### config.mk
export PLATFORM = sky130hd
export DESIGN_NAME = bnms_overlap
export DESIGN_NICKNAME = d
export VERILOG_FILES = /design/src/design/bnms_pkg.sv /design/src/design/bnms_overlap.sv
export SDC_FILE = /design/constraint.sdc
export NUM_CORES = 2
export LEC_CHECK = 0
export BUFFER_PORTS_ARGS = -buffer_cell sky130_fd_sc_hd__buf_2
export CAP_MARGIN = 20
export CORE_MARGIN = 2
export CORE_UTILIZATION = 45
export CTS_CLUSTER_SIZE = 24
export DETAILED_ROUTE_END_ITERATION = 12
export GPL_ROUTABILITY_DRIVEN = 0
export GPL_TIMING_DRIVEN = 0
export PLACE_DENSITY_LB_ADDON = 0.3
export SYNTH_ARGS = -nofsm -noshare
export SYNTH_HDL_FRONTEND = slang
export SYNTH_SLANG_ARGS = --single-unit
### constraint.sdc
create_clock -name clk -period 19.8 [get_ports clk]
set_input_delay 2.97 -clock clk [delete_from_list [all_inputs] [get_ports clk]]
set_output_delay 2.97 -clock clk [all_outputs]
set_load 0.005 [all_outputs]
### src/design/bnms_pkg.sv
`timescale 1ns / 1ps
`default_nettype none
// ----------------------------------------------------------------------------
// bnms_pkg
// Shared types and constants for the box suppression block.
// ----------------------------------------------------------------------------
package bnms_pkg;

    localparam int FIELD_W = 16;
    localparam int SCORE_W = 16;
    localparam int IDX_W   = 6;
    localparam int THR_W   = 16;
    localparam int MODE_W  = 2;
    localparam int PIX     = 16;

    localparam logic [MODE_W-1:0] MODE_IOU  = 2'd0;
    localparam logic [MODE_W-1:0] MODE_MIN  = 2'd1;
    localparam logic [MODE_W-1:0] MODE_NONE = 2'd2;

    localparam logic [0:0] REG_THRESHOLD = 1'b0;
    localparam logic [0:0] REG_MODE      = 1'b1;

    localparam logic [THR_W-1:0]  THR_RESET  = 16'd26214;
    localparam logic [MODE_W-1:0] MODE_RESET = MODE_IOU;

    typedef enum logic [2:0] {
        OP_HOLD   = 3'b001,
        OP_INSERT = 3'b010,
        OP_SHIFT  = 3'b100
    } cell_op_t;

    typedef struct packed {
        cell_op_t           op;
        logic [SCORE_W-1:0] new_score;
    } cell_ctl_t;

    typedef enum logic [2:0] {
        ST_LOAD = 3'b001,
        ST_SCAN = 3'b010,
        ST_ROT  = 3'b100
    } state_t;

endpackage
`default_nettype wire

### src/design/bnms_overlap.sv
`timescale 1ns / 1ps
`default_nettype none
// ----------------------------------------------------------------------------
// bnms_overlap
// Four-stage overlap test of each passing box against the selected box.
// ----------------------------------------------------------------------------
module bnms_overlap #(
    parameter int COORD_BITS = 16,
    localparam int REC_W = 4 * COORD_BITS + bnms_pkg::SCORE_W + bnms_pkg::IDX_W + 2
) (
    input  wire                          clk,
    input  wire                          rst_n,
    input  wire                          advance,
    input  wire  [bnms_pkg::MODE_W-1:0]  mode,
    input  wire  [bnms_pkg::THR_W-1:0]   thr,
    input  wire  [REC_W-1:0]             sel_rec,
    input  wire  [REC_W-1:0]             in_rec,
    output logic [REC_W-1:0]             out_rec,
    output logic                         busy
);
    localparam int C       = COORD_BITS;
    localparam int DW      = C + 2;
    localparam int UW      = C + 1;
    localparam int PW      = 2 * UW;
    localparam int AW      = PW + 1;
    localparam int QW      = AW + bnms_pkg::THR_W;
    localparam int SUP_BIT = REC_W - 2;
    localparam int VAL_BIT = REC_W - 1;

    logic signed [C-1:0]  s_x0, s_y0, s_x1, s_y1, e_x0, e_y0, e_x1, e_y1;
    logic signed [C-1:0]  x1, y1, x2, y2;
    logic signed [DW-1:0] iw, ih, ew, eh, sw, sh;
    logic                 pos;
    logic                 hit;

    logic [REC_W-1:0] s1_rec_reg, s2_rec_reg, s3_rec_reg, s4_rec_reg;
    logic [UW-1:0]    s1_iw_reg, s1_ih_reg, s1_ew_reg, s1_eh_reg;
    logic             s1_pos_reg, s2_pos_reg, s3_pos_reg, s4_pos_reg;
    logic [PW-1:0]    s2_inter_reg, s2_ea_reg, s3_inter_reg, s4_inter_reg;
    logic [PW-1:0]    sarea_reg;
    logic [AW-1:0]    s3_den_reg, den_next;
    logic [QW-1:0]    s4_prod_reg;

    assign s_x0 = sel_rec[3*C +: C];
    assign s_y0 = sel_rec[2*C +: C];
    assign s_x1 = sel_rec[C +: C];
    assign s_y1 = sel_rec[0 +: C];
    assign e_x0 = in_rec[3*C +: C];
    assign e_y0 = in_rec[2*C +: C];
    assign e_x1 = in_rec[C +: C];
    assign e_y1 = in_rec[0 +: C];

    assign x1 = (s_x0 > e_x0) ? s_x0 : e_x0;
    assign y1 = (s_y0 > e_y0) ? s_y0 : e_y0;
    assign x2 = (s_x1 < e_x1) ? s_x1 : e_x1;
    assign y2 = (s_y1 < e_y1) ? s_y1 : e_y1;

    assign iw = DW'(x2) - DW'(x1) + DW'(bnms_pkg::PIX);
    assign ih = DW'(y2) - DW'(y1) + DW'(bnms_pkg::PIX);
    assign ew = DW'(e_x1) - DW'(e_x0) + DW'(bnms_pkg::PIX);
    assign eh = DW'(e_y1) - DW'(e_y0) + DW'(bnms_pkg::PIX);
    assign sw = DW'(s_x1) - DW'(s_x0) + DW'(bnms_pkg::PIX);
    assign sh = DW'(s_y1) - DW'(s_y0) + DW'(bnms_pkg::PIX);

    // positive overlap implies both areas are positive
    assign pos = !iw[DW-1] && (iw != '0) && !ih[DW-1] && (ih != '0);

    always_comb
    begin
        if (mode == bnms_pkg::MODE_IOU)
        begin
            den_next = AW'(s2_ea_reg) + AW'(sarea_reg) - AW'(s2_inter_reg);
        end
        else
        begin
            den_next = (s2_ea_reg < sarea_reg) ? AW'(s2_ea_reg) : AW'(sarea_reg);
        end
    end

    assign hit = s4_pos_reg &&
                 ((mode == bnms_pkg::MODE_IOU) || (mode == bnms_pkg::MODE_MIN)) &&
                 (QW'({s4_inter_reg, 16'b0}) > s4_prod_reg);

    always_comb
    begin
        out_rec          = s4_rec_reg;
        out_rec[SUP_BIT] = s4_rec_reg[SUP_BIT] | hit;
    end

    assign busy = s1_rec_reg[VAL_BIT] | s2_rec_reg[VAL_BIT] |
                  s3_rec_reg[VAL_BIT] | s4_rec_reg[VAL_BIT];

    always_ff @(posedge clk or negedge rst_n)
    begin
        if (!rst_n)
        begin
            s1_rec_reg <= '0;
            s2_rec_reg <= '0;
            s3_rec_reg <= '0;
            s4_rec_reg <= '0;
        end
        else if (advance)
        begin
            s1_rec_reg <= in_rec;
            s2_rec_reg <= s1_rec_reg;
            s3_rec_reg <= s2_rec_reg;
            s4_rec_reg <= s3_rec_reg;
        end
    end

    always_ff @(posedge clk)
    begin
        sarea_reg <= sw[UW-1:0] * sh[UW-1:0];
        if (advance)
        begin
            s1_iw_reg    <= iw[UW-1:0];
            s1_ih_reg    <= ih[UW-1:0];
            s1_ew_reg    <= ew[UW-1:0];
            s1_eh_reg    <= eh[UW-1:0];
            s1_pos_reg   <= pos;
            s2_inter_reg <= s1_iw_reg * s1_ih_reg;
            s2_ea_reg    <= s1_ew_reg * s1_eh_reg;
            s2_pos_reg   <= s1_pos_reg;
            s3_inter_reg <= s2_inter_reg;
            s3_den_reg   <= den_next;
            s3_pos_reg   <= s2_pos_reg;
            s4_inter_reg <= s3_inter_reg;
            s4_prod_reg  <= thr * s3_den_reg;
            s4_pos_reg   <= s3_pos_reg;
        end
    end

endmodule
`default_nettype wire

; ---- Yosys cells after proc, flatten, opt, wreduce, memory -nomap -nowiden
; Index checks and enable logic that the tools add are counted.
[word_totals]
reg_bits = 680
out_inout_bits = 89
word_cells = 65
[op_classes]
add_sub_neg = 14
n_mul = 4
n_lt_le_gt_ge = 6
n_eq_ne = 1
muxes = 6
bitwise_logic = 4
reduce_logical = 11
[ops]
columns = operator, n
row1 = multiplier 17 x 17 -> 34 bit, 3
row2 = subtractor 16 x 16 -> 17 bit, 6
row3 = "adder 17 x 6 -> 17 bit, second input constant", 4
row4 = 2-to-1 mux 16 bit, 4
row5 = > comparator 50 x 51 -> 1 bit, 1
row6 = multiplier 16 x 35 -> 51 bit, 1
row7 = "adder 17 x 6 -> 18 bit, second input constant", 2
row8 = nonzero test 18 bit, 2
row9 = adder 34 x 34 -> 35 bit, 1
row10 = 2-to-1 mux 35 bit, 1
row11 = subtractor 35 x 34 -> 35 bit, 1
row12 = less-than comparator 34 bit, 1
row13 = 2-to-1 mux 34 bit, 1
row14 = > comparator 16 bit, 2
row15 = less-than comparator 16 bit, 2
row16 = logical AND 1 bit, 5
row17 = OR 1 bit, 4
row18 = "== test 2 x 1 -> 1 bit, second input constant", 1
row19 = logical NOT 1 bit, 2
row20 = logical NOT 2 bit, 1
row21 = logical OR 1 bit, 1

; ---- Longest topological paths before layout
[logic_depth]
ltp_word = 8
mapped_depth = 39
depth_no_buf = 38

; ---- Worst setup path before layout
; Ideal clock, no wire load.
[synth_path]
path_type = input to register
from = in sel_rec[33]
to = reg sarea_reg[33]
setup_ps = 72
arrival_time_ps = 11305
setup_slack_ps = 8423
path_stages = 35
path_buffers = 1
path_cell_list = inv_1 ha_1 ha_1 fa_1 a21o_1 a21oi_1 o21bai_1 a21oi_1 o21bai_1 a21o_1 a21o_1 a21oi_1 xnor2_1 clkbuf_1 nand2_1 fa_1 inv_1 fa_1 fa_1 fa_1 fa_1 inv_1 fa_1 inv_1 ha_1 a21o_1 a21o_1 a21o_1 a21o_1 a211oi_1 a31oi_1 a221o_1 a221o_1 a21oi_1 xnor2_1
[synth_between]
elab_chain_cells = 3
[synth_lines]
columns = item, line
row1 = start: declaration, bnms_overlap.sv:16  ; input wire [REC_W-1:0] sel_rec,
row2 = subtractor 16 x 16 -> 17 bit, bnms_overlap.sv:63  ; assign sh = DW'(s_y1) - DW'(s_y0) + DW'(bnms_pkg::PIX);
row3 = adder 17 x 6 -> 17 bit, bnms_overlap.sv:63
row4 = multiplier 17 x 17 -> 34 bit, bnms_overlap.sv:113  ; sarea_reg <= sw[UW-1:0] * sh[UW-1:0];
row5 = end signal: assignment, bnms_overlap.sv:113
row6 = end: declaration, bnms_overlap.sv:40  ; logic [PW-1:0] sarea_reg;
; Every way passes these cells.
; A chain may end at the register's enable or synchronous reset.

; ---- Final worst setup path
[layout_path]
from = in sel_rec[16]
to = reg sarea_reg[32]
[layout_between]
elab_chain_cells = 3
[layout_lines]
columns = item, line
row1 = subtractor 16 x 16 -> 17 bit, bnms_overlap.sv:62  ; assign sw = DW'(s_x1) - DW'(s_x0) + DW'(bnms_pkg::PIX);
row2 = adder 17 x 6 -> 17 bit, bnms_overlap.sv:62
row3 = multiplier 17 x 17 -> 34 bit, bnms_overlap.sv:113
; Every way passes these cells.

==> qor.csv <==
stage;metric;value;unit
synthesis;Mapped Cells;8105;
global_route;grt total ovfl;0;
critical_path;Crit path largest cell delay;820;ps
timing;worst rel slew slack;20.1;%
synthesis;mean post-synth cell area;10.0;sq um
floorplan;IO Pins;286;
route;Routed Antenna Nets;0;
run_status;status;finished, final reports clean;
timing;Highest Clock Rate;78.3;MHz
layout;most frequent cells in the layout;inv_1, fa_1, nand2_1;
cts;CTS tree;done;
route;per-cell routed wire length;20.7;um
critical_path;crit path DAT;13320;ps
floorplan;Starting Density;45.3;%
worst_hold_path;worst hold stages;0;
synthesis;Synth Cell Area;0.0811;sq mm
cts;Clock Pin Slew Worst Setup and Hold Paths;60;ps
job;Maximum Capacitance Violations;0;
synthesis;Synth Area in Compound Gates;6.56;%
global_route;first-pass GRT wire length;353000;um
cts;total CTS buffers;74;
route;Starting DRT DRC Count;3776;
synthesis;Yosys reg bits;680;
synthesis;Post-synth EDFFs;294;
timing;final max-slew violation count;0;
synthesis;largest family of logic cells by synthesized area;adder cells;
route;via count;57804;
route;routed vias/inst;5.31;
critical_path;Setup crit start kind;input port;
layout;commonest non-fill, non-tap cell in the layout;inv_1;
floorplan;Die Wd;428;um
place;Post-Place Worst Slack;6360;ps
place;# port buffers;252;
route;final WL;225000;um
global_route;Tot GR Track Use;24.8;%
synthesis;sequential share of the synthesized area;22.6;%
global_route;vias in the first global route;60848;
synthesis;post-synth cell types;84;
cts;CTS Buffer Depth;3;
floorplan;die area;0.184;sq mm
critical_path;Critical Path RT;20340;ps
synthesis;Ys Warns;0;
timing;min Tclk post-route;12780;ps
layout;layout cells sized above 1;10.5;%
floorplan;Die Ht;428;um
cts;post-CTS sizing;0;
floorplan;core area;0.179;sq mm
synthesis;ys async rst share;51.8;%
synthesis;simple-gate portion of the synthesized area;11.8;%
timing;RSZ-0062 raised after global routing;no;
floorplan;num rows;155;
timing;Hold Worst Slack;416;ps
critical_path;Critical Setup Path Class;input port to flip-flop;
cts;clk root buf;clkbuf_16;
timing;fin worst setup slack;7020;ps
layout;Syn-to-layout area delta;8.63;%
cts;later-pin clock latency in the skew report;690;ps
critical_path;r2r worst-path depth;21;
timing;Final Hold Fails;0;
global_route;initial antenna violation count;42;
critical_path;Critical Path Fanout Max;10;
timing;setup TNS;0;ps
synthesis;Syn Nets;10273;
layout;Final nets;10611;
synthesis;adder-cell area share of the yosys netlist;41.3;%
timing;Worst-Margin Slew;1190;ps
route;Post-route DRC;0;
worst_hold_path;worst hold path type;flip-flop to flip-flop;
cts;clock sinks;680;
cts;H-tree lvl count;3;
cts;Hold Buf Count CTS;0;
place;DP Wirelength;187000;um
timing;Final Setup Violations;0;
cts;Post-CTS Setup Repair Bufs;0;
timing;period utilisation layout;64.5;%
synthesis;post-synthesis mux area share;5.77;%
route;first-pass detailed-route iteration total;6;
synthesis;Post-synth top flop;dfrtp_1;
timing;clk_skew;49.5;ps
critical_path;CP max stage cell;xnor2_1;
global_route;largest net degree at the start of global routing;130;
synthesis;Synth Area in XOR/XNOR;2.63;%
critical_path;CP most frequent cell;inv_1;
critical_path;CP endpoint kind;flip-flop;
## synthesized netlist by cell type (7+ instances only)
cell       number  area [sq um]
buf_4          90           676
buf_2           7          35.0
o31ai_1        14           105
o22ai_1         8          50.1
nand4_1        50           313
a21oi_1       222          1110
and2_1        417          2610
a211o_1         7          61.3
a21o_1        161          1210
nand3_1        49           245
nor2b_1        35           219
inv_1        1552          5830
and3_1         21           131
a2111oi_0       7          61.3
xor2_1         70           613
a31oi_1        21           131
o211ai_1       18           135
nor2_1        187           702
nand2_1      1071          4020
o21bai_1       45           338
a311o_1        13           130
mux2i_1        52           521
a211oi_1       16           120
xnor2_1       173          1520
or3_1          20           125
dfrtp_1       352          8810
o21ai_0       148           741
nor3_1         69           345
or2_2          14          87.6
nor4_1         11          68.8
clkbuf_1      284          1070
or4_1           9          67.6
o21a_1         32           240
mux2_2        369          4160
edfxtp_1      294          8830
fa_1         1172         23500
and4_1          7          61.3
ha_1          799         10000
o21ai_1         8          40.0
dfxtp_1        34           681
nand2b_1       64           400
a31o_2         10          87.6
## final timing paths
check | slack (ps) | to | start
max in group asynchronous | 16330 | s1_rec_reg[22] | rst_n
setup reg to reg | 11560 | s4_prod_reg[46] | s3_den_reg[14]
min in group asynchronous | 2340 | s1_rec_reg[65] | rst_n
setup / recovery | 7020 | sarea_reg[32] | sel_rec[16]
hold reg to reg | 420 | s4_inter_reg[26] | s3_inter_reg[26]
hold / removal | 420 | s4_inter_reg[26] | s3_inter_reg[26]
## final cells by class
cell class,instances,area (sq um)
antenna,19,47.5
buffer,388,1800
clock buffer,101,2100
clock inverter,35,463
fill,16426,90700
inverter,1552,5830
multi-input combinational,5485,55100
sequential,680,18300
tap,2355,2950
timing repair buffer,262,1440
## per-layer routing
| metal | up-vias | part of all wire, % | routed length (um) | GRT usage [%] |
|---|---|---|---|---|
| met3 | 468 | 7.8 | 17500 | 4.93 |
| met1 | 28986 | 41 | 92900 | 32.7 |
| met2 | 2110 | 46 | 103000 | 39.6 |
| li1 | 26208 | - | - | - |
| met5 | - | 0.083 | 186 | 0 |
| met4 | 32 | 5.0 | 11200 | 11.1 |
## cells by family after synthesis
logic type | after synthesis
AND/OR/NAND/NOR | 2042
adder cells (fa/ha/maj) | 1971
buffers and inverters | 1940
AO/OA/AOI/OAI | 808
flip-flops | 680
multiplexers | 421
XOR/XNOR | 243
## critical path, delay by kind of cell
family,cells,cell delay (ps)
AND/OR/NAND/NOR,3,500
AO/OA/AOI/OAI,14,3430
XOR/XNOR,2,970
buffers and inverters,10,1130
adder cells (fa/ha/maj),10,4290
## through the flow
| stage | utilization, % | cells | cell area [sq um] |
|---|---|---|---|
| 3_5_place_dp | 47.8 | 10720 | 85400 |
| 2_1_floorplan | - | 8105 | 81100 |
| 4_1_cts | 49.2 | 10856 | 88000 |
| 3_3_place_gp | 47.7 | 10712 | 85300 |
| 6_report | 49.3 | 10877 | 88100 |
| 5_1_grt | 49.2 | 10869 | 88100 |
Power is not shown: default switching activity piles up to over one toggle a cycle in this logic, so the estimate is an artifact.
