## src/design/bnms_pkg.sv

```systemverilog
`timescale 1ns / 1ps
`default_nettype none
// ----------------------------------------------------------------------------
// bnms_pkg
// Shared types and constants for the box suppression block.
// ----------------------------------------------------------------------------
package bnms_pkg;

    localparam int FIELD_W = 16;
    localparam int SCORE_W = 16;
    localparam int IDX_W   = 6;
    localparam int THR_W   = 16;
    localparam int MODE_W  = 2;
    localparam int PIX     = 16;

    localparam logic [MODE_W-1:0] MODE_IOU  = 2'd0;
    localparam logic [MODE_W-1:0] MODE_MIN  = 2'd1;
    localparam logic [MODE_W-1:0] MODE_NONE = 2'd2;

    localparam logic [0:0] REG_THRESHOLD = 1'b0;
    localparam logic [0:0] REG_MODE      = 1'b1;

    localparam logic [THR_W-1:0]  THR_RESET  = 16'd26214;
    localparam logic [MODE_W-1:0] MODE_RESET = MODE_IOU;

    typedef enum logic [2:0] {
        OP_HOLD   = 3'b001,
        OP_INSERT = 3'b010,
        OP_SHIFT  = 3'b100
    } cell_op_t;

    typedef struct packed {
        cell_op_t           op;
        logic [SCORE_W-1:0] new_score;
    } cell_ctl_t;

    typedef enum logic [2:0] {
        ST_LOAD = 3'b001,
        ST_SCAN = 3'b010,
        ST_ROT  = 3'b100
    } state_t;

endpackage
`default_nettype wire

```

## src/design/bnms_cell.sv

```systemverilog
`timescale 1ns / 1ps
`default_nettype none
// ----------------------------------------------------------------------------
// bnms_cell
// One slot of the ranked box chain: sorted insert or shift toward the head.
// ----------------------------------------------------------------------------
module bnms_cell #(
    parameter int COORD_BITS = 16,
    localparam int REC_W = 4 * COORD_BITS + bnms_pkg::SCORE_W + bnms_pkg::IDX_W + 2
) (
    input  wire                   clk,
    input  wire                   rst_n,
    input  bnms_pkg::cell_ctl_t   ctl,
    input  wire  [REC_W-1:0]      new_rec,
    input  wire  [REC_W-1:0]      left_rec,
    input  wire  [REC_W-1:0]      right_rec,
    input  wire                   below_left,
    output logic [REC_W-1:0]      rec,
    output logic                  below
);
    localparam int SC_LSB  = 4 * COORD_BITS;
    localparam int VAL_BIT = REC_W - 1;

    logic [REC_W-1:0] rec_reg;
    logic [REC_W-1:0] rec_next;

    // new box ranks behind any equal score already held
    assign below = !rec_reg[VAL_BIT] ||
                   (ctl.new_score > rec_reg[SC_LSB +: bnms_pkg::SCORE_W]);
    assign rec   = rec_reg;

    always_comb
    begin
        rec_next = rec_reg;
        case (ctl.op)
            bnms_pkg::OP_INSERT:
            begin
                if (below && !below_left)
                begin
                    rec_next = new_rec;
                end
                else if (below)
                begin
                    rec_next = left_rec;
                end
            end
            bnms_pkg::OP_SHIFT:
            begin
                rec_next = right_rec;
            end
            default:
            begin
                rec_next = rec_reg;
            end
        endcase
    end

    always_ff @(posedge clk or negedge rst_n)
    begin
        if (!rst_n)
        begin
            rec_reg <= '0;
        end
        else
        begin
            rec_reg <= rec_next;
        end
    end

endmodule
`default_nettype wire

```

## config.mk

```make
export PLATFORM = sky130hd
export DESIGN_NAME = bnms_cell
export DESIGN_NICKNAME = d
export VERILOG_FILES = /design/src/design/bnms_pkg.sv /design/src/design/bnms_cell.sv
export SDC_FILE = /design/constraint.sdc
export NUM_CORES = 1
export LEC_CHECK = 0
export ABC_AREA = 0
export BUFFER_PORTS_ARGS = -buffer_cell sky130_fd_sc_hd__buf_2
export CAP_MARGIN = 20
export CORE_AREA = 3 3 143 145
export DETAILED_ROUTE_END_ITERATION = 6
export DIE_AREA = 0 0 146 148
export PLACE_DENSITY = 0.72
export SYNTH_ARGS = -nofsm -noshare
export SYNTH_HDL_FRONTEND = slang
export SYNTH_SLANG_ARGS = --single-unit
```

## constraint.sdc

```tcl
create_clock -name clk -period 2.3 [get_ports clk]
set_input_delay 0.345 -clock clk [delete_from_list [all_inputs] [get_ports clk]]
set_output_delay 0.345 -clock clk [all_outputs]
set_load 0.05 [all_outputs]
```

======== After elaboration in Yosys (flattened, before gate mapping) ========
Index checks and enable logic that the tools add are counted.
word-level totals
  memory bits (read-only) ................. 0
  input bits .............................. 286
  RAM bits ................................ 0
  bits in latches ......................... 0
  word-level logic and storage cells ...... 14
  memories kept ........................... 0
  output and inout bits ................... 89
  register bits after elaboration ......... 88
operators by class
  divide/modulo/power cells ............... 0
  muxes and demuxes ....................... 3
  multipliers ............................. 0
  equality and inequality tests ........... 3
  shift operators ......................... 0
  $add $sub $neg .......................... 0
  bitwise gates (word level) .............. 0
  order comparisons ....................... 1
  reductions and logical operators ........ 6
operator list
  operator            number
  $mux 88             2
  $pmux 88 s2         1
  $gt 16x16->1        1
  $eq 3x2->1 const B  1
  $eq 3x3->1 const B  1
  $ne 3x3->1 const B  1
  $logic_not 1->1     2
  $reduce_and 2->1    1
  $reduce_bool 2->1   1
  $logic_and 1x1->1   1
  $logic_or 1x1->1    1

======== Logic depth before layout (Yosys ltp) ========
Gate-level depths: netlist (run 1).
  word-level depth ........................ 5
  mapped depth ............................ 12
  depth with buffers taken out ............ 9

======== Least setup slack after synthesis (run 1) ========
No wires, ideal clock.
  kind .................................... register to register
  start point ............................. register rec_reg[79], in the netlist rec[79]
  end point ............................... register rec_reg[38], in the netlist rec[38]
  path buffers ............................ 2
  setup time .............................. 0.078 ns
  data required time ...................... 2.222 ns
  cell stages (with the launch flop) ...... 11
  path slack .............................. -0.813 ns
  period minus slack after synthesis ...... 3.113 ns
  arrival ................................. 3.035 ns
  cells stage by stage .................... dfrtp_1 -> inv_1 -> ha_1 -> nand4_2 -> or4_1 -> a31o_1 -> buf_6 -> inv_2 -> clkbuf_1 -> a21oi_1 -> o2bb2ai_1
on the way
  cells in the longest elaborated chain, start to end .. 5
  elaborated cells between the ends (all ways) .. 7
  those cells by class .................... order compare: 1; eq/ne: 1; mux: 2; reduce/logical: 3
ends and longest elaborated chain
  what                                                    line             text
  start, declared                                         bnms_cell.sv:24  logic [REC_W-1:0] rec_reg;
  start signal, assigned                                  bnms_cell.sv:66  rec_reg <= rec_next;
  $gt 16x16->1 *                                          bnms_cell.sv:29  (ctl.new_score > rec_reg[SC_LSB +: bnms_pkg::SCORE_W]);
  $logic_or 1x1->1 *                                      bnms_cell.sv:28  assign below = !rec_reg[VAL_BIT] ||
  net below                                               bnms_cell.sv:19  output logic below
  $logic_and 1x1->1                                       bnms_cell.sv:38  if (below && !below_left)
  $mux 88 / $ne 3x3->1 (equally long branches)            n/a
  $pmux 88 s2 / $reduce_and 2->1 (equally long branches)  n/a
The timed path passes the listed nets; every way through them passes the cells marked *.
A chain may end at the register's enable or synchronous reset.

======== Worst setup path in the final report (run 1) ========
  start point ............................. register rec_reg[76], in the netlist rec[76]
  end point ............................... register rec_reg[46], in the netlist rec[46]
on the way
  cells in the longest elaborated chain, start to end .. 5
  elaborated cells between the ends (all ways) .. 7
  those cells by class .................... order compare: 1; eq/ne: 1; mux: 2; reduce/logical: 3
ends and longest elaborated chain
  what                                                    line
  $gt 16x16->1 *                                          bnms_cell.sv:29
  $logic_or 1x1->1 *                                      bnms_cell.sv:28
  $logic_and 1x1->1                                       bnms_cell.sv:38
  $mux 88 / $ne 3x3->1 (equally long branches)            n/a
  $pmux 88 s2 / $reduce_and 2->1 (equally long branches)  n/a
Every way passes the cells marked *; elsewhere a longest branch is shown, timed or not.

==> flow_summary.json, run 1 <==
{
  "status": "finished with violations",
  "violations": "negative hold slack, negative setup slack",
  "grtUsageTotal_pct": 22.9,
  "maxCapViolations": 0,
  "cts_hold_buf": 0,
  "finalCriticalPeriod_ns": 2.61,
  "tightest_slew_ns": 0.618,
  "path_class": "flop to flop",
  "drt-vias-per-instance": 5.43,
  "fin_area_sq_um": 9760,
  "vias": 7157,
  "crit_fanout": 11,
  "netlist_area_sq_um": 6080,
  "cts_tree": "built",
  "finalMaxSlewViolations": 0,
  "finalCritPeriodShare_pct": 114,
  "path_delay_family": "compound AO/OA/AOI/OAI gates",
  "yosysMostFrequentCell": "a21oi_1",
  "cts_buffers": 9,
  "yosys.area.top_type": "dfrtp_1",
  "final_nets": 1351,
  "dpl_cell_area_sq_um": 8600,
  "cp.arrival_ns": 2.87,
  "totalWireLength_mm": 27.6,
  "ir_drop_v": 0.000385,
  "intPower_mw": 4.13,
  "synth_top_family_by_area": "compound AO/OA/AOI/OAI gates",
  "grt_pass1_vias": 7205,
  "cp-startpoint": "rec[76]$_DFFE_PN0P_",
  "largest_register_ffs": 88,
  "die_w_um": 146,
  "clkPwrFrac_pct": 18.6,
  "netSwitchingPower_mw": 3.42,
  "die_h_um": 148,
  "wl_per_cell_um": 20.9,
  "hold_path_class": "input port to async pin",
  "core_area_sq_um": 19300,
  "cts-root-buf": "clkbuf_16",
  "yosys_most_used_dff": "dfrtp_1",
  "synth-simple-area-share_pct": 16.2,
  "syn_inst": 666,
  "cp_cell_sequence": "inv_1 > ha_4 > nand4_4 > or4_4 > a31o_4 > buf_12 > buf_16 > o41a_1 > o2bb2ai_2",
  "synth_top_area_share_pct": 36.2,
  "startpoint_type": "flop",
  "p_sw_share_pct": 45.3,
  "power_frac_seq_pct": 28.0,
  "ant_nets": 0,
  "setup_viol": 89,
  "synth_area_per_cell_sq_um": 9.12,
  "power.leakage_nw": 4.41,
  "clock_latency_ns": 0.34,
  "synth_common_cells": "a21oi_1 (92), nor2_1 (90), dfrtp_1 (88), nor2b_1 (88), o41a_1 (87)",
  "die_area_sq_um": 21600,
  "drt_first_pass_iters": 4,
  "ys_seq_area_share_pct": 36.2,
  "grt_max_degree": 71,
  "clk_pin_slew_ns": 0.07,
  "r2r-start": "rec[76]$_DFFE_PN0P_",
  "globalRoute.totalOverflow": 0,
  "clockBufferDepth": 2,
  "yosys.area_share.xor_xnor_pct": 0,
  "synth_mux_area_share_pct": 0.165,
  "cp-end-kind": "flop",
  "async_reset_ff_share_pct": 100,
  "max_slew_margin_pct": 58.8,
  "skew_ns": 0.0110,
  "ios": 375,
  "fmax_mhz": 383,
  "final_cells": 1319,
  "synth_compound_area_share_pct": 37.7,
  "critPathBufInv": 3,
  "n_antenna_cell": 0,
  "areaGrowthSynthToFinish_pct": 60.7,
  "power_mw": 7.55,
  "start_util_pct": 31.4,
  "h-tree-depth": 3,
  "hold_viol": 2,
  "pwr_density_cell_nw_per_um2": 774,
  "ys_ff_latch": 88,
  "rsz0062_at_grt": "yes",
  "fill_cells": 1798,
  "drive_above_1_share_pct": 52.8,
  "synth_adder_area_share_pct": 3.29,
  "placedCellCount": 1282,
  "synthTopCellsByArea": "dfrtp_1 (36%), o41a_1 (16%), o2bb2ai_1 (12%)",
  "max_stage_delay_ns": 0.51,
  "antenna_found_initial": 1,
  "port_buffers": 374,
  "cp.required_ns": 2.56,
  "rows": 51,
  "hpwl_mm": 17.8,
  "gp_congestion": 0.854,
  "grt_pass1_wl_mm": 39.7,
  "drt_iter0_markers": 372,
  "syn_nets": 968,
  "pwr-share-comb_pct": 53.4,
  "pre_cts_ws_ns": -0.391,
  "hold_slack_ns": -0.00680,
  "cp_slowest_cell": "or4_4",
  "route.detailed.drc": 0,
  "yosysWarningCount": 0,
  "clock_sinks": 88,
  "synth_cell_type_count": 31,
  "setup_ws_ns": -0.311,
  "synth_edf_count": 0
}
==> area by class of cell <==
type	count	area [sq um]	area share [%]
Inverter	17	68.8	0.705
Multi-Input combinational cell	486	3950	40.5
Timing Repair Buffer	447	2920	29.9
Sequential cell	88	2220	22.7
Tap cell	265	332	3.40
Clock inverter	4	30.0	0.308
Clock buffer	12	246	2.52
==> power groups by stage <==
stage,clock network [mW],registers (mW),logic (mW)
5_1_grt,1.52,2.15,4.23
2_1_floorplan,0,3.27,1.06
4_1_cts,1.45,2.10,3.75
3_3_place_gp,0,2.11,3.36
6_report,1.41,2.12,4.03
3_5_place_dp,0,2.10,3.40
==> layout by cell type (no fill, tap or decap), types with 2 or more instances in the layout <==
master and count:
o2bb2ai_2 41, nand2_4 2, buf_2 371, nor2_1 90
ha_4 6, clkinvlp_4 4, o211ai_1 2, clkbuf_16 15
inv_2 6, buf_4 34, o2bb2ai_1 46, buf_12 13
dfrtp_1 75, a21oi_1 78, buf_16 8, dfrtp_2 13
clkbuf_1 2, inv_1 10, buf_6 14, nor2b_1 88
ha_1 10, nand2_2 4, o41a_1 87, a21oi_2 12
a21oi_4 3
==> kinds of logic (layout without fill, tap and decap cells) <==
family,Yosys count,after routing
AOI/OAI and AO/OA,274,274
adders and majority gates,16,16
buffers and inverters,92,480
DFF,88,88
muxes,1,1
and+or+nand+nor,195,195
==> worst paths after layout <==
kind / slack, ns / cells after the start / to
min in group clk: 0.25 / 3 / rec[57]$_DFFE_PN0P_
worst max register to register: -0.31 / 9 / rec[46]$_DFFE_PN0P_
worst min register to register: 0.48 / 1 / rec[52]$_DFFE_PN0P_
max in group asynchronous: 1.65 / 2 / rec[23]$_DFFE_PN0P_
worst max-delay path: -0.31 / 9 / rec[46]$_DFFE_PN0P_
worst min-delay path: -0.007 / 1 / rec[10]$_DFFE_PN0P_
==> routing by layer <==
| layer | global-route usage (%) | share of wire, % | vias to the layer above |
|---|---|---|---|
| met2 | 39.1 | 49 | 358 |
| met3 | 5.70 | 7.8 | 46 |
| li1 | - | - | 3285 |
| met5 | 0 | 0.058 | - |
| met1 | 28.9 | 41 | 3466 |
| met4 | 6.68 | 2.1 | 2 |
==> repair_timing <==
item                                    4_1_cts  5_1_grt
endpoints found under the setup margin       89       89
gates resized for setup                      58       40
cloned                                        7        8
pin swaps                                    10       43
buffers inserted                              6        0
==> per-stage QoR <==
stage          utilization [%]  setup TNS [ns]
2_1_floorplan                -          -18.03
3_3_place_gp              44.5          -21.91
3_5_place_dp              44.5          -25.91
4_1_cts                   48.5          -24.56
5_1_grt                   50.5          -28.58
6_report                  50.5          -21.18
Note: power is estimated with default switching activity, not from simulation.
==> run 2: changes to the inputs <==
==> config.mk (replaced) <==
export PLATFORM = sky130hd
export DESIGN_NAME = bnms_cell
export DESIGN_NICKNAME = d
export VERILOG_FILES = /design/src/design/bnms_pkg.sv /design/src/design/bnms_cell.sv
export SDC_FILE = /design/constraint.sdc
export NUM_CORES = 1
export LEC_CHECK = 0
export ABC_AREA = 1
export ABC_CLOCK_PERIOD_IN_PS = 2300
export BUFFER_PORTS_ARGS = -buffer_cell sky130_fd_sc_hd__buf_2
export CORE_AREA = 3 3 146 148
export DETAILED_ROUTE_END_ITERATION = 6
export DIE_AREA = 0 0 149 151
export PLACE_DENSITY = 0.69
export SYNTH_ARGS = -nofsm -noshare
export SYNTH_HDL_FRONTEND = slang
export SYNTH_SLANG_ARGS = --single-unit
==> flow_summary.json, run 2 <==
{
  "power_mw": 9.13,
  "synth_adder_area_share_pct": 3.35,
  "synthTopCellsByArea": "dfrtp_1 (37%), nand2_1 (23%), nand3_1 (15%)",
  "synth_area_per_cell_sq_um": 6.33,
  "layout_common_cells": "buf_2 (372), nand2_1 (301), nand3_1 (165), nor2_1 (92), dfrtp_1 (75)",
  "cp-end-kind": "flop",
  "port_buffers": 374,
  "ys_seq_area_share_pct": 36.8,
  "fin_util_pct": 51.6,
  "fmax_mhz": 424,
  "status": "finished with violations",
  "rsz0062_at_grt": "yes",
  "largest_register_ffs": 88,
  "netSwitchingPower_mw": 4.48,
  "syn_nets": 1248,
  "drt-vias-per-instance": 5.04,
  "synth_edf_count": 0,
  "pwr-share-comb_pct": 59.0,
  "clockBufferDepth": 2,
  "power.leakage_nw": 5.75,
  "yosys.area.top_type": "dfrtp_1",
  "power_frac_seq_pct": 25.3,
  "skew_ns": 0.00727,
  "finalCriticalPeriod_ns": 2.36,
  "hold_slack_ns": 0.301,
  "drt_first_pass_iters": 5,
  "synth_cell_type_count": 20,
  "p_sw_share_pct": 49.1,
  "setup_viol": 82,
  "hold_path_class": "input port to flop",
  "synth_top_area_share_pct": 36.8,
  "synth-simple-area-share_pct": 44.7,
  "intPower_mw": 4.65,
  "fin_area_sq_um": 10400,
  "grt_pass1_wl_mm": 39.6,
  "final_nets": 1641,
  "route.detailed.drc": 0,
  "grtUsageTotal_pct": 22.9,
  "antenna_found_initial": 4,
  "yosys.area_share.xor_xnor_pct": 0,
  "start_util_pct": 29.7,
  "drt_iter0_markers": 501,
  "startpoint_type": "flop",
  "vias": 8142,
  "synth_compound_area_share_pct": 8.38,
  "gp_congestion": 0.868,
  "hold_viol": 0,
  "synth_common_cells": "nand2_1 (373), nand3_1 (178), a21oi_1 (94), nor2_1 (94), dfrtp_1 (88)",
  "async_reset_ff_share_pct": 100,
  "drive_above_1_share_pct": 49.0,
  "clkPwrFrac_pct": 15.7,
  "hpwl_mm": 17.3,
  "violations": "negative setup slack",
  "maxCapViolations": 0,
  "final_common_cell": "buf_2",
  "clock_sinks": 88,
  "final_cells": 1617,
  "tightest_slew_ns": 0.609,
  "grt_max_degree": 100,
  "setup_ws_ns": -0.0592,
  "grt_pass1_vias": 7191,
  "dpl_cell_area_sq_um": 8300,
  "yosys_most_used_dff": "dfrtp_1",
  "cp.arrival_ns": 2.64,
  "die_h_um": 151,
  "rows": 52,
  "path_class": "flop to flop",
  "wl_per_cell_um": 18.7,
  "finalMaxSlewViolations": 0,
  "die_w_um": 149,
  "areaGrowthSynthToFinish_pct": 74.0,
  "globalRoute.totalOverflow": 0,
  "finalCritPeriodShare_pct": 103,
  "ant_nets": 0,
  "syn_inst": 946,
  "cp.required_ns": 2.58,
  "core_area_sq_um": 20200,
  "totalWireLength_mm": 30.3,
  "ir_drop_v": 0.000441,
  "synth_mux_area_share_pct": 0,
  "yosysMostFrequentCell": "nand2_1",
  "yosysWarningCount": 0,
  "crit_fanout": 7,
  "pwr_density_cell_nw_per_um2": 877,
  "placedCellCount": 1544,
  "netlist_area_sq_um": 5980,
  "clk_pin_slew_ns": 0.07,
  "cts_tree": "built",
  "pre_cts_ws_ns": -0.189,
  "synth_top_family_by_area": "simple AND/OR/NAND/NOR gates",
  "ios": 375,
  "cts-root-buf": "clkbuf_16",
  "max_slew_margin_pct": 59.4,
  "ys_ff_latch": 88,
  "timing.setup.tns_ns": -1.97,
  "h-tree-depth": 3,
  "clock_latency_ns": 0.34,
  "die_area_sq_um": 22500,
  "cts_buffers": 9
}
## run 2: changes by cell type after synthesis, sizes merged, moves of 87 or more
cell,before,now
nand2,6,374
nand3,0,178
nor2b,88,0
o2bb2ai,87,0
o41a,87,0
## run 2: final cells by class
cell class / instances / area, sq um
antenna: 3 / 7.51
clock buffer: 12 / 256
clock inverter: 4 / 28.8
fill: 1949 / 9760
inverter: 21 / 80.1
multi-input combinational: 763 / 4180
sequential: 88 / 2220
tap: 270 / 338
timing repair buffer: 456 / 3310
## run 2: path summary, 6_finish.rpt
kind / from / endpoint / slack [ns] / cells past startpoint
setup / recovery: rec[68]$_DFFE_PN0P_ / rec[49]$_DFFE_PN0P_ / -0.06 / 18
hold / removal: left_rec[21] / rec[21]$_DFFE_PN0P_ / 0.30 / 5
setup reg to reg: rec[68]$_DFFE_PN0P_ / rec[49]$_DFFE_PN0P_ / -0.06 / 18
hold reg to reg: rec[80]$_DFFE_PN0P_ / rec[80]$_DFFE_PN0P_ / 0.47 / 2
max in group asynchronous: rst_n / rec[84]$_DFFE_PN0P_ / 1.15 / 3
min in group asynchronous: rst_n / rec[52]$_DFFE_PN0P_ / 0.53 / 2
## run 2: worst max-delay path: stages (launching register included)
cell and delay (ns):
dfrtp_1 0.42, inv_2 0.06, ha_4 0.25, nand2_1 0.07, nor2_2 0.14, nand2_1 0.07, nand2_1 0.07, nand2_1 0.05
nand2_1 0.08, nand2_2 0.06, nand2_4 0.10, buf_8 0.13, buf_6 0.11, nand2_8 0.08, buf_12 0.15, buf_16 0.15
a21oi_2 0.16, nand2_1 0.08, nand2_1 0.06
## run 2: kinds of logic after synthesis
logic type / after synthesis
and+or+nand+nor: 649
AOI/OAI and AO/OA: 97
buffers and inverters: 96
DFF: 88
adders and majority gates: 16
## run 2: what timing repair did
action | in CTS | in global routing
setup buffers | 18 | 5
gates resized for setup | 68 | 153
cloned | 14 | 16
pin swaps | 15 | 60
setup endpoints to repair | 89 | 89
endpoints found under the hold margin | 26 | 0
hold buffers | 1 | 0
## run 2: power by group through the flow
stage               clock network [mW]  logic (mW)  registers (mW)
floorplan                            0        1.29            3.84
global placement                     0        4.16            2.29
detailed placement                   0        4.22            2.28
CTS                               1.48        4.77            2.26
global route                      1.54        5.69            2.36
finish                            1.44        5.38            2.31
## run 2: per-layer routing
layer / vias to the layer above / routed length, um / global-route usage [%]
met5: - / 13 / 0
met4: 2 / 729 / 7.87
met3: 50 / 2090 / 4.10
met2: 395 / 14600 / 38.2
met1: 3832 / 12800 / 30.1
li1: 3863 / - / -
==> run 3: changes to the inputs <==
==> constraint.sdc (replaced) <==
create_clock -name clk -period 2.3 [get_ports clk]
set_input_delay 0.46 -clock clk [delete_from_list [all_inputs] [get_ports clk]]
set_output_delay 0.46 -clock clk [all_outputs]
set_load 0.05 [all_outputs]
==> flow_summary.json, run 3 (same netlist as run 2, synthesis figures left out) <==
{
  "status": "finished with violations",
  "violations": "negative setup slack",
  "setup_viol": 1,
  "wl_per_cell_um": 16.0,
  "reg2reg_to": "rec[75]$_DFFE_PN0P_",
  "startpoint_type": "flop",
  "ir_drop_v": 0.000447,
  "grtUsageTotal_pct": 20.3,
  "grt_pass1_vias": 7044,
  "clock_sinks": 88,
  "timing.setup.tns_ns": -0.0268,
  "hpwl_mm": 18.2,
  "final_common_cell": "buf_2",
  "gp_congestion": 0.953,
  "path_class": "flop to output port",
  "areaGrowthSynthToFinish_pct": 50.3,
  "cp_cell_sequence": "inv_2 > ha_4 > nand4_1 > nor3_2 > nand3_1 > nand2_2 > nand2_8 > buf_8",
  "rows": 52,
  "r2r-start": "rec[75]$_DFFE_PN0P_",
  "start_util_pct": 29.7,
  "fin_area_sq_um": 8990,
  "finalCritPeriodShare_pct": 101,
  "clockBufferDepth": 2,
  "h-tree-depth": 3,
  "power.leakage_nw": 5.21,
  "clk_pin_slew_ns": 0.07,
  "dpl_cell_area_sq_um": 8290,
  "grt_pass1_wl_mm": 36.2,
  "die_h_um": 151,
  "cp-end-kind": "output port",
  "skew_ns": 0.0109,
  "fill_cells": 2144,
  "die_w_um": 149,
  "pre_cts_ws_ns": -0.172,
  "hold_viol": 0,
  "port_buffers": 374,
  "hold_path_class": "input port to async pin",
  "core_area_sq_um": 20200,
  "clock_latency_ns": 0.34,
  "tightest_slew_ns": 0.509,
  "globalRoute.totalOverflow": 0,
  "cts-root-buf": "clkbuf_16",
  "layout_common_cells": "buf_2 (372), nand2_1 (368), nand3_1 (178), nor2_1 (93), a21oi_1 (90)",
  "crit_fanout": 3,
  "ant_nets": 0,
  "ios": 375,
  "max_stage_delay_ns": 0.37,
  "power_mw": 8.22,
  "die_area_sq_um": 22500,
  "reg2reg_depth": 15,
  "route.detailed.drc": 0,
  "fmax_mhz": 430,
  "r2r_slack_ns": 0.05,
  "antenna_found_initial": 1,
  "cts_tree": "built",
  "cts_buffers": 9,
  "cp.arrival_ns": 1.87,
  "max_slew_margin_pct": 66.0,
  "cp_slowest_cell": "dfrtp_2",
  "largest_register_ffs": 88,
  "final_nets": 1605,
  "finalCriticalPeriod_ns": 2.33,
  "totalWireLength_mm": 25.2,
  "finalMaxSlewViolations": 0,
  "cts_hold_buf": 0,
  "pwr_density_cell_nw_per_um2": 914,
  "cp.required_ns": 1.84,
  "rsz0062_at_grt": "yes",
  "setup_ws_ns": -0.0268,
  "vias": 7616,
  "maxCapViolations": 0,
  "drive_above_1_share_pct": 36.5,
  "drt-vias-per-instance": 4.82,
  "drt_iter0_markers": 381,
  "drt_first_pass_iters": 5,
  "grt_max_degree": 65
}
==> run 3: cell types whose count changed in the layout (fill, tap and decap cells not counted), sizes merged <==
| cell | previous run | this run |
|---|---|---|
| bufinv | 0 | 1 |
| dlygate4sd3 | 1 | 0 |
| nand2 | 375 | 374 |
| clkinv | 3 | 2 |
| diode | 3 | 1 |
| bufbuf | 1 | 0 |
| buf | 441 | 417 |
| clkbuf | 25 | 16 |
==> run 3: what timing repair did <==
item,4_1_cts,5_1_grt
buffers inserted,5,5
pin swaps,6,8
endpoints found under the setup margin,2,89
endpoints found under the hold margin,0,0
gates resized for setup,15,25
gates cloned,0,7
==> run 3: worst max-delay path by stage <==
| stage | start | slack (ns) | to |
|---|---|---|---|
| floorplan | rec[71]$_DFFE_PN0P_ | 0.05 | rec[27]$_DFFE_PN0P_ |
| global placement | ctl[15] | -0.18 | below |
| finish | rec[75]$_DFFE_PN0P_ | -0.03 | below |
| CTS | rec[73]$_DFFE_PN0P_ | -0.04 | below |
| detailed placement | ctl[15] | -0.17 | below |
| global route | rec[71]$_DFFE_PN0P_ | -0.16 | below |
==> run 3: metal layers <==
layer	vias up	track usage (%)	routed length [um]
met5	-	0	0
met1	3494	26.0	10500
li1	3771	-	-
met2	304	34.9	12600
met4	0	6.41	710
met3	47	3.44	1450
==> run 3: layout make-up <==
cell class	instances	area, sq um	area share (%)
tap	270	338	3.76
sequential	88	2220	24.7
antenna	1	2.50	0.0278
inverter	21	80.1	0.890
clock buffer	12	246	2.74
multi-input combinational	762	3530	39.3
clock inverter	4	53.8	0.598
timing repair buffer	421	2520	28.0
==> run 3: stage by stage <==
step	hold slack [ns]	instances	utilization, %
2_1_floorplan	0.164	946	-
3_3_place_gp	0.457	1545	41.1
3_5_place_dp	0.460	1545	41.1
4_1_cts	0.0809	1566	43.2
5_1_grt	0.103	1579	44.6
6_report	0.0809	1579	44.6
==> run 3: critical path: cells and delay by family (launching register included) <==
| family | cells | cell delay, ns |
|---|---|---|
| DFF | 1 | 0.37 |
| adders and majority gates | 1 | 0.26 |
| and+or+nand+nor | 5 | 0.69 |
| buffers and inverters | 2 | 0.21 |
==> run 3: where the power goes <==
part	switching (mW)	internal (mW)	total, mW
Combinational	3.12	1.32	4.45
Sequential	0.272	2.00	2.28
Clock	0.624	0.875	1.50
Total	4.02	4.20	8.22
